File: config.mk
export PLATFORM = sky130hd
export DESIGN_NAME = ltr_timing
export DESIGN_NICKNAME = d
export VERILOG_FILES = /design/src/rtl/core/ltr_pkg.sv /design/src/rtl/core/ltr_timing.sv
export SDC_FILE = /design/constraint.sdc
export NUM_CORES = 1
export LEC_CHECK = 0
export BUFFER_PORTS_ARGS = -buffer_cell sky130_fd_sc_hd__buf_2
export CAP_MARGIN = 30
export CORE_ASPECT_RATIO = 0.7
export CORE_MARGIN = 2
export CORE_UTILIZATION = 50
export DETAILED_ROUTE_END_ITERATION = 16
export PLACE_DENSITY = 0.86
export RECOVER_POWER = 25
export SETUP_SLACK_MARGIN = 0.2
export SLEW_MARGIN = 30
export SYNTH_ARGS = -nofsm -noshare
export SYNTH_HDL_FRONTEND = slang
export SYNTH_SLANG_ARGS = --single-unit
File: constraint.sdc
create_clock -name clk_i -period 5.85 [get_ports clk_i]
set_clock_uncertainty 0.2 [all_clocks]
set_input_delay 0.2925 -clock clk_i [delete_from_list [all_inputs] [get_ports clk_i]]
set_output_delay 0.2925 -clock clk_i [all_outputs]
set_load 0.02 [all_outputs]
File: src/rtl/core/ltr_pkg.sv
package ltr_pkg;

  localparam int unsigned LtrTileCount = 512;

  localparam logic [10:0] LineLast     = 11'd1231;
  localparam logic [10:0] DrawEnd      = 11'd960;
  localparam logic [7:0]  VisibleLines = 8'd160;
  localparam logic [7:0]  FrameLast    = 8'd227;
  localparam logic [7:0]  AlphaOpaque  = 8'hFF;

  typedef enum logic [1:0] {
    OP_TICK  = 2'd0,
    OP_MAP   = 2'd1,
    OP_TILE  = 2'd2,
    OP_PAL   = 2'd3
  } ltr_op_e;

  typedef enum logic [1:0] {
    MODE_DRAW   = 2'd0,
    MODE_HBLANK = 2'd1,
    MODE_VBLANK = 2'd2
  } ltr_mode_e;

  typedef struct packed {
    logic       pix;
    logic [7:0] px;
    logic [7:0] py;
    logic [1:0] mode;
    logic       hirq;
    logic       virq;
    logic [7:0] line;
  } ltr_tick_t;

endpackage

File: src/rtl/core/ltr_timing.sv
module ltr_timing
  import ltr_pkg::*;
(
  input  logic      clk_i,
  input  logic      rst_ni,
  input  logic      tick_i,
  input  logic      cfg_we_i,
  input  logic      cfg_wdata_i,
  output ltr_tick_t tim_o
);

  logic [10:0] pos_q, pos_d;
  logic [7:0]  line_q, line_d;
  logic [1:0]  mode_q, mode_d;
  logic        blank_q;

  always_comb begin
    logic active;
    logic vis;
    active = tick_i && !blank_q;
    vis = line_q < VisibleLines;
    tim_o = '0;
    tim_o.line = line_q;
    mode_d = mode_q;
    if (active) begin
      if (vis) begin
        if (pos_q < DrawEnd) begin
          mode_d = MODE_DRAW;
          if (pos_q[1:0] == 2'd0) begin
            tim_o.pix = 1'b1;
            tim_o.px = pos_q[9:2];
            tim_o.py = line_q;
          end
        end else begin
          mode_d = MODE_HBLANK;
        end
      end else begin
        mode_d = MODE_VBLANK;
        tim_o.virq = (line_q == VisibleLines) && (pos_q == 11'd0);
      end
      tim_o.hirq = pos_q == DrawEnd;
    end
    tim_o.mode = mode_d;

    pos_d = pos_q;
    line_d = line_q;
    if (tick_i) begin
      if (pos_q == LineLast) begin
        pos_d = 11'd0;
        line_d = (line_q == FrameLast) ? 8'd0 : line_q + 8'd1;
      end else begin
        pos_d = pos_q + 11'd1;
      end
    end
  end

  always_ff @(posedge clk_i or negedge rst_ni) begin
    if (!rst_ni) begin
      pos_q <= '0;
      line_q <= '0;
      mode_q <= MODE_DRAW;
      blank_q <= 1'b0;
    end else begin
      pos_q <= pos_d;
      line_q <= line_d;
      mode_q <= mode_d;
      if (cfg_we_i) begin
        blank_q <= cfg_wdata_i;
      end
    end
  end

endmodule

==> results by group, run 1 <==
Status
  – Status: completed

Critical path
  – CP Launch Type: flip-flop
  – Crit Path Category: reg -> out
  – CP Capture Type: output pin
  – Required @ worst endpoint: 5.36 ns
  – Crit-path max FO: 17
  – Worst EP arrival: 2.30 ns
  – Worst R2R Path Depth: 5

Placed design
  – Port Buf Inserts: 33
  – Routability congestion estimate: 0.815
  – Final HPWL DP: 2160 µm
  – Post-DP Area: 1520 µm²

Timing
  – Final Cycle Share: 47.8%
  – RSZ-0062 raised after global routing: false
  – Fin crit period: 2.80 ns
  – Setup violators final: 0
  – Setup TNS: 0 ns
  – WHS: 0.0635 ns
  – Final Hold Viols: 0
  – Slew Viols, Final: 0
  – Highest clock rate: 358 MHz
  – Worst slew margin: 21.8%
  – Worst slew pin tran: 1.17 ns

Final layout
  – Ant diodes: 0
  – Final Util: 63.3%
  – Design Area, Final: 1580 µm²
  – Area delta synth->final: 18.9%
  – Nets: 185
  – Share of cells above drive strength 1: 24.6%

Detailed routing
  – Antenna viol nets, final: 0
  – Vias: 1147
  – Detailed Route WL: 2970 µm
  – Initial DRC Count: 26
  – DR pass1 iterations: 5
  – Number of remaining DRC errors: 0
  – Vias/cell: 5.49
  – Routed length per instance: 14.2 µm

Global route
  – GRT overflow: 0
  – Vias in the first global route: 975
  – Largest net degree at the start of global routing: 23
  – GRT Total Usage: 21.5%
  – Global-route wire length before repair: 4880 µm
  – Initial antenna violation count: 0

Synthesis
  – Post-synthesis cell area: 1330 µm²
  – Post-synthesis sequential element count: 22
  – Syn_area_per_cell: 9.35 µm²
  – Mapped Nets: 151
  – Cell variety after synth: 36
  – Ys Warns: 0
  – Sequential-to-total area share from yosys stat: 41.5%
  – Cells after Synth: 142

Clock network
  – Clk root buf: clkbuf_8
  – Setup repair bufs after CTS: 0
  – Total CTS buffers: 3
  – CTS Hold Bufs: 1
  – Clock latency on the worst-skew pair: 0.27 ns
  – Clock Tree Buf Depth: 2
  – Sink Count: 22
  – Clk slew on worst S/H paths: 0.08 ns
  – CTS tree: built
  – Htree depth: 1
  – CTS resizes: 0

Floorplanning
  – Core area: 2500 µm²
  – Initial Util: 53.2%
  – Die width: 65.6 µm
  – Die area: 3090 µm²
  – # IOs: 34
  – Die H: 47.1 µm
  – # rows: 15

Pwr
  – Lkg Pwr: 0.790 nW
  – Sequential share of power: 51.8%
  – Internal power: 0.270 mW
  – Switch Pwr: 0.134 mW
  – Switching Share: 33.2%
  – Comb pwr share: 20.7%
  – Clock power frac: 27.6%
  – Maximum vdd drop: 173 µV
  – Pwr per Cell Area: 256 nW/µm²
  – Final Total Pwr: 0.405 mW

Min path
  – Hold depth: 2
  – HP Class: in -> reg

Job
  – Max-cap violation count: 0
-- cell usage after synthesis --
cell type	number	area share, %
dfrtp_1	22	41
and2_1	17	8.0
nand2_1	15	4.2
inv_1	8	2.3
nor2_1	8	2.3
nand3_1	6	2.3
nand4_1	6	2.8
nor3_1	5	1.9
o21ai_0	5	1.9
xnor2_1	5	3.3
clkbuf_1	4	1.1
ha_1	4	3.8
o22ai_1	4	1.9
xor2_1	4	2.6
a21o_1	3	1.7
nor4b_1	3	2.0
a21oi_1	2	0.75
and3_1	2	0.94
nor4_1	2	0.94
a32oi_1	1	0.66
and4_1	1	0.66
buf_2	1	0.38
mux2_2	1	0.85
mux2i_1	1	0.75
nand4b_1	1	0.66
nand4bb_1	1	0.85
nor2b_1	1	0.47
nor3_4	1	1.2
nor3b_1	1	0.57
nor4_4	1	1.6
nor4b_4	1	1.8
o21a_1	1	0.57
o311ai_0	1	0.66
or2_2	1	0.47
or3_4	1	0.85
or3b_4	1	0.85
-- worst max-delay path: stages (launching register included) --
cell     delay (ns)
dfrtp_1        0.44
o21ai_0        0.33
nand2_1        0.20
nor4b_4        0.69
and2_1         0.21
buf_2          0.16
-- state kept, by name, indices dropped and copies added, names as in the netlist --
name,count
line_q,8
pos_q,11
blank_q,1
mode_q,2
-- worst paths after layout --
| check | slack [ns] | from | to |
|---|---|---|---|
| max | 3.05 | line_q[5]$_DFFE_PN0P_ | tim_o[27] |
| min | 0.06 | cfg_wdata_i | blank_q$_DFFE_PN0P_ |
| max reg2reg | 3.76 | pos_q[1]$_DFFE_PN0P_ | line_q[5]$_DFFE_PN0P_ |
| min reg2reg | 0.30 | mode_q[1]$_DFF_PN0_ | mode_q[1]$_DFF_PN0_ |
| max in group asynchronous | 4.18 | rst_ni | line_q[6]$_DFFE_PN0P_ |
| min in group asynchronous | 0.58 | rst_ni | pos_q[7]$_DFFE_PN0P_ |
-- cell families after synthesis --
logic type | Yosys count | share of synthesized area, %
flip-flops | 22 | 41.5
multiplexers | 2 | 1.60
AND/OR/NAND/NOR | 75 | 35.3
buffers and inverters | 13 | 3.77
XOR/XNOR | 9 | 5.94
adder cells (fa/ha/maj) | 4 | 3.77
AO/OA/AOI/OAI | 17 | 8.11
-- layer usage --
metal / GRT usage (%) / up-vias / share of wire (%) / routed length (µm)
met4: 3.75 / 0 / 0.34 / 10
met5: 0 / - / 0 / 0
met2: 31.2 / 48 / 41 / 1230
met3: 6.00 / 2 / 8.0 / 237
li1: - / 565 / - / -
met1: 32.6 / 532 / 50 / 1490
-- layout by cell type, fill, tap and decap left out, types with 2 or more instances in the layout --
cell type	n
and2_1	17
o22ai_1	4
nor2_1	8
buf_2	32
nand2_1	15
xnor2_1	5
nand3_1	6
a21oi_1	2
a21o_1	3
nor4b_1	3
nor4_1	2
o21ai_0	5
ha_1	4
nand4_1	6
inv_1	8
nor3_1	5
xor2_1	4
clkbuf_8	4
dfrtp_1	22
and3_1	2
-- per-stage QoR --
stage	worst slack, ns	std cells
final	3.05	209
after global routing	2.86	209
after CTS	3.08	209
after detailed placement	3.33	204
after global placement	3.47	204
after floorplan	3.65	142
-- power groups by stage --
stage / clock, mW / sequential (mW) / combinational, mW
after floorplan: 0 / 0.190 / 0.0804
after global placement: 0 / 0.209 / 0.0809
after detailed placement: 0 / 0.212 / 0.0827
after CTS: 0.113 / 0.209 / 0.0840
after global routing: 0.121 / 0.216 / 0.0959
final: 0.111 / 0.210 / 0.0836
-- layout make-up --
type	instances	area (µm²)
clock buffer	4	55.1
fill	212	917
inverter	8	30.0
multi-input combinational	107	727
sequential	22	551
tap	34	42.5
timing repair buffer	34	174
Note: power is estimated with default switching activity, not from simulation.
==> inputs of run 2 (changes only) <==
clock period = 2.85 ns   (was 5.85 ns; I/O delays follow)
==> run 2 against run 1 <==
Hold slack worse by 0.043 ns. Register-to-register slack worse by 3.0 ns. Critical path depth increased by 1. Setup slack got worse by 2.5 ns. Cell count rose by 1.9%. Utilization is 2.1 points higher. Routed wire length rose by 6.8%. Sequential share of layout area is 1.1 points lower. Sequential power grew 100%. Highest routed layer unchanged. First-iteration DRC count rose to 2.5 times the previous value. Clock power grew to 2.6 times the previous value.
==> results by group, run 2 (synthesis results as in run 1) <==
Status
  – Status: completed

Timing
  – Fin crit period: 2.32 ns
  – RSZ-0062 raised after global routing: false
  – Setup violators final: 0 (unchanged)
  – Slew Viols, Final: 0 (unchanged)
  – Final Cycle Share: 81.5%
  – Final Hold Viols: 0 (unchanged)
  – Setup TNS: 0 ns (unchanged)
  – Highest clock rate: 431 MHz
  – Worst slew pin tran: 1.19 ns (+0.0149 ns)
  – WHS: 0.0210 ns (-0.0425 ns)
  – Worst slew margin: 20.8% (-1.0 points)

Placed design
  – Post-DP Area: 1520 µm² (unchanged)
  – Port Buf Inserts: 33 (unchanged)
  – Inst Count DP: 204 (unchanged)
  – Final HPWL DP: 2280 µm (+5.5%)
  – Routability congestion estimate: 0.870 (+6.8%)

Detailed routing
  – Vias/cell: 5.54 (+0.86%)
  – DR pass1 iterations: 4 (-1)
  – Number of remaining DRC errors: 0 (unchanged)
  – Initial DRC Count: 66 (+150%)
  – Antenna viol nets, final: 0 (unchanged)
  – Detailed Route WL: 3170 µm (+6.8%)
  – Vias: 1179 (+2.8%)
  – Routed length per instance: 14.9 µm (+4.8%)

Floorplanning
  – # rows: 15 (unchanged)
  – # IOs: 34 (unchanged)
  – Die area: 3090 µm² (unchanged)
  – Core area: 2500 µm² (unchanged)
  – Initial Util: 53.2% (unchanged)
  – Die width: 65.6 µm (unchanged)
  – Die H: 47.1 µm (unchanged)

Clock network
  – CTS tree: built
  – Htree depth: 1 (unchanged)
  – Clock Tree Buf Depth: 2 (unchanged)
  – Clk root buf: clkbuf_8
  – Total CTS buffers: 3 (unchanged)
  – Clock latency on the worst-skew pair: 0.27 ns (about the same)
  – Sink Count: 22 (unchanged)
  – Clk slew on worst S/H paths: 0.08 ns (about the same)

Final layout
  – Reg with most FFs: pos_q
  – Most common cell after layout, fill and taps aside: buf_2
  – Design Area, Final: 1630 µm² (+3.2%)
  – Area of the multi-input gates: 727 µm² (unchanged)
  – Top flop regs: pos_q x11, line_q x8, mode_q x2
  – Max FFs per register: 11 (unchanged)
  – Ant diodes: 0 (unchanged)
  – FF/Latch Area: 551 µm² (unchanged)
  – Area delta synth->final: 22.8%
  – Nets: 189 (+2.2%)
  – Most frequent cells in the layout: buf_2 (32), dfrtp_1 (22), and2_1 (17)
  – Share of cells above drive strength 1: 25.1% (+0.57 points)
  – Fillcell total: 217 (+2.4%)
  – Finished Layout Cells: 213 (+1.9%)

Critical path
  – Critical path buffers and inverters: 2 (+1)
  – CP dominant cell by count: and2_1
  – Crit-path max FO: 10 (-7)
  – Worst-path cell chain: and3_1 -> and2_1 -> nor4b_4 -> buf_4 -> and2_1 -> buf_2
  – CP Launch Type: flip-flop
  – Worst EP arrival: 1.98 ns (-0.32 ns)
  – Worst path max stage delay: 0.47 ns (-0.22 ns)
  – Crit Path Category: reg -> out
  – Required @ worst endpoint: 2.51 ns (-2.85 ns)
  – Critical Path Slowest Stage Cell: dfrtp_1
  – Largest delay share family, worst path: simple AND/OR/NAND/NOR gates
  – CP Capture Type: output pin

Pwr
  – Maximum vdd drop: 372 µV (+120%)
  – Pwr per Cell Area: 554 nW/µm² (+120%)
  – Lkg Pwr: 0.816 nW (+3.3%)

Global route
  – Vias in the first global route: 1067 (+9.4%)
  – Initial antenna violation count: 0 (unchanged)
  – Largest net degree at the start of global routing: 23 (unchanged)
  – GRT Total Usage: 22.1% (+0.59 points)
  – GRT overflow: 0 (unchanged)
  – Global-route wire length before repair: 4970 µm (+2.0%)

Job
  – Max-cap violation count: 0 (unchanged)

Min path
  – HP Class: in -> reg
## run 2: path summary, 6_finish.rpt
| path | endpoint | cells after the start | start | slack (ns) |
|---|---|---|---|---|
| hold reg to reg | mode_q[1]$_DFF_PN0_ | 1 | mode_q[1]$_DFF_PN0_ | 0.30 |
| setup / recovery | tim_o[15] | 6 | pos_q[6]$_DFFE_PN0P_ | 0.53 |
| hold / removal | pos_q[1]$_DFFE_PN0P_ | 2 | tick_i | 0.02 |
| min in group asynchronous | pos_q[5]$_DFFE_PN0P_ | 2 | rst_ni | 0.44 |
| max in group asynchronous | blank_q$_DFFE_PN0P_ | 2 | rst_ni | 1.31 |
| setup reg to reg | line_q[5]$_DFFE_PN0P_ | 5 | pos_q[0]$_DFFE_PN0P_ | 0.76 |
## run 2: worst register-to-register path, cell delays in order, from the launching register on
cell	delay [ns]
dfrtp_1	0.41
ha_1	0.22
nand4_1	0.29
or3_4	0.53
a21o_1	0.18
a21o_1	0.17
## run 2: repair_timing
action,in CTS,in global routing
setup endpoints to repair,0,17
hold buffers,3,0
resized for setup,0,0
setup buffers,0,2
hold endpoints to repair,23,0
## run 2: where the power goes
part | internal, mW | switching [mW] | leakage [nW]
Sequential | 0.356 | 0.0732 | 0.269
Combinational | 0.0825 | 0.101 | 0.512
Clock | 0.188 | 0.104 | 0.0357
## run 2: layout make-up
type                    count  share of cell area (%)
multi-input cells         107                    44.6
flip-flops and latches     22                    33.8
inverters                   8                    1.84
clock buffers               3                    2.53
clock inverters             1                    1.84
repair buffers             38                    12.8
well taps                  34                    2.61
## run 2: metrics by stage
stage          power (mW)  utilization (%)  worst slack, ns
5_1_grt             0.953             65.3            0.387
2_1_floorplan       0.555                -            0.801
3_5_place_dp        0.607             60.7            0.505
6_report            0.904             65.3            0.529
4_1_cts             0.900             64.8            0.236
3_3_place_gp        0.596             60.7            0.588
## run 2: per-layer routing
metal  global-route usage [%]  up-vias  routed length [µm]
li1                         -      572                   -
met1                     30.0      565                1500
met2                     34.1       38                1450
met3                     6.71        4                 190
met4                     8.33        0                  30
met5                        0        -                   0
==> inputs of run 3 (changes only) <==
clock period = 2.4 ns   (was 2.85 ns; I/O delays follow)
==> run 3 against run 2 <==
Setup slack worse by 0.28 ns. Cell count is 4.2% higher. Largest power group unchanged. Critical endpoint is now tim_o[13]. Via count is 9.1% higher. Highest routed layer unchanged.
==> results by group, run 3 (synthesis results as in run 1) <==
Final layout
  – Fillcell total: 181 (-17%)
  – Final Util: 74.2% (+8.9 points)
  – FF/Latch Area: 557 µm² (+1.1%)
  – Nets: 198 (+4.8%)
  – Max FFs per register: 11 (unchanged)
  – Design Area, Final: 1850 µm² (+14%)
  – Ant diodes: 0 (unchanged)
  – Most frequent cells in the layout: dfrtp_1 (17), buf_2 (17), buf_6 (16)
  – Share of cells above drive strength 1: 37.2% (+12 points)
  – Top flop regs: pos_q x11, line_q x8, mode_q x2
  – Area delta synth->final: 39.5%
  – Area of the multi-input gates: 769 µm² (+5.9%)
  – Reg with most FFs: pos_q

Critical path
  – Critical Path Start: pos_q[6]$_DFFE_PN0P_
  – Reg2Reg Launch Point: pos_q[0]$_DFFE_PN0P_
  – CP Capture Type: output pin
  – Worst path max stage delay: 0.44 ns (-0.03 ns)
  – Reg2reg setup slack: 0.31 ns (-0.45 ns)
  – Worst-path cell chain: and3_4 -> and2_4 -> nor4b_4 -> buf_4 -> and2_4 -> buf_6
  – Critical path buffers and inverters: 2 (unchanged)
  – Worst R2R Path Depth: 5 (unchanged)
  – Worst Setup EP: tim_o[13]
  – CP dominant cell by count: and2_4
  – CP Depth: 6 (unchanged)
  – Critical Path Slowest Stage Cell: dfrtp_2
  – Worst R2R End: line_q[5]$_DFFE_PN0P_
  – Crit-path max FO: 5 (-5)
  – Required @ worst endpoint: 2.08 ns (-0.43 ns)
  – Largest delay share family, worst path: simple AND/OR/NAND/NOR gates
  – CP Launch Type: flip-flop
  – Worst EP arrival: 1.84 ns (-0.14 ns)
  – Crit Path Category: reg -> out

Timing
  – Highest clock rate: 464 MHz
  – Final Hold Viols: 0 (unchanged)
  – Worst slew pin tran: 1.20 ns (+0.0102 ns)
  – Setup violators final: 0 (unchanged)
  – Worst slew margin: 20.1% (-0.68 points)
  – Setup TNS: 0 ns (unchanged)
  – Final Cycle Share: 89.8%
  – Slew Viols, Final: 0 (unchanged)
  – RSZ-0062 raised after global routing: true
  – Fin crit period: 2.16 ns

Clock network
  – Sink Count: 22 (unchanged)
  – Clock Tree Buf Depth: 2 (unchanged)
  – Clock latency on the worst-skew pair: 0.26 ns (about the same)
  – Total CTS buffers: 3 (unchanged)
  – CTS tree: built
  – Clk slew on worst S/H paths: 0.08 ns (about the same)
  – Htree depth: 1 (unchanged)
  – Clk root buf: clkbuf_8

Detailed routing
  – Antenna viol nets, final: 0 (unchanged)
  – Number of remaining DRC errors: 0 (unchanged)
  – Detailed Route WL: 3750 µm (+18%)
  – Vias/cell: 5.79 (+4.7%)
  – DR pass1 iterations: 4 (unchanged)
  – Initial DRC Count: 112 (+70%)
  – Vias: 1286 (+9.1%)
  – Routed length per instance: 16.9 µm (+13%)

Placed design
  – Final HPWL DP: 2480 µm (+8.9%)
  – Post-DP Area: 1530 µm² (+0.99%)
  – Routability congestion estimate: 0.932 (+7.1%)
  – Port Buf Inserts: 33 (unchanged)

Floorplanning
  – # rows: 15 (unchanged)
  – Die width: 65.6 µm (unchanged)
  – Die H: 47.1 µm (unchanged)
  – Die area: 3090 µm² (unchanged)
  – Core area: 2500 µm² (unchanged)
  – # IOs: 34 (unchanged)
  – Initial Util: 53.2% (unchanged)

Global route
  – Initial antenna violation count: 0 (unchanged)
  – GRT overflow: 0 (unchanged)
  – Largest net degree at the start of global routing: 23 (unchanged)
  – GRT Total Usage: 22.6% (+0.46 points)
  – Global-route wire length before repair: 5130 µm (+3.2%)
  – Vias in the first global route: 1114 (+4.4%)

Min path
  – HP Class: in -> reg

Pwr
  – Lkg Pwr: 0.878 nW (+7.6%)
  – Maximum vdd drop: 464 µV (+25%)
  – Pwr per Cell Area: 620 nW/µm² (+12%)

Status
  – Status: completed

Job
  – Max-cap violation count: 0 (unchanged)
[run 3: how the worst min path moves through the flow]
| stage | from | to | slack (ns) | cells after the start |
|---|---|---|---|---|
| floorplan | rst_ni | blank_q$_DFFE_PN0P_ | -0.38 | 0 |
| global placement | rst_ni | blank_q$_DFFE_PN0P_ | -0.09 | 1 |
| detailed placement | rst_ni | blank_q$_DFFE_PN0P_ | -0.09 | 1 |
| CTS | tick_i | pos_q[2]$_DFFE_PN0P_ | 0.01 | 3 |
| global route | tick_i | pos_q[2]$_DFFE_PN0P_ | 0.03 | 3 |
| finish | tick_i | pos_q[2]$_DFFE_PN0P_ | 0.007 | 3 |
[run 3: routing by layer]
layer	routed length [µm]	global-route usage (%)	vias up
met5	0	0	-
met4	56	7.50	0
met3	349	6.24	8
li1	-	-	593
met1	1550	29.2	606
met2	1790	37.8	79
[run 3: power breakdown]
group / switching (mW) / total, mW / leakage [nW] / internal (mW)
Sequential: 0.0829 / 0.507 / 0.262 / 0.424
Combinational: 0.148 / 0.293 / 0.581 / 0.145
Clock: 0.124 / 0.347 / 0.0357 / 0.223
Total: 0.356 / 1.15 / 0.878 / 0.792
[run 3: area by class of cell]
| class | count | area share (%) |
|---|---|---|
| sequential | 22 | 30.1 |
| inverter | 8 | 1.62 |
| clock inverter | 1 | 1.62 |
| tap | 34 | 2.30 |
| multi-input combinational | 107 | 41.6 |
| clock buffer | 3 | 2.23 |
| timing repair buffer | 47 | 20.6 |
[run 3: timing repair]
item	CTS	global route
pin swaps	0	2
buffers inserted	0	5
gates cloned	0	1
hold buffers	6	0
setup endpoints to repair	8	17
gates resized for setup	3	51
endpoints found under the hold margin	24	0
[run 3: tightest hold or removal path, cell delays in order]
cell and delay, ns:
buf_2 0.16, nand2_1 0.09, xnor2_1 0.06
[run 3: metrics by stage]
| stage | setup slack, ns | cells | total power [mW] | hold slack [ns] |
|---|---|---|---|---|
| floorplan | 0.373 | 142 | 0.659 | -0.376 |
| global placement | 0.454 | 206 | 0.715 | -0.0924 |
| detailed placement | 0.357 | 206 | 0.729 | -0.0852 |
| CTS | 0.203 | 216 | 1.09 | 0.0102 |
| global route | 0.164 | 222 | 1.21 | 0.0283 |
| finish | 0.244 | 222 | 1.15 | 0.00700 |
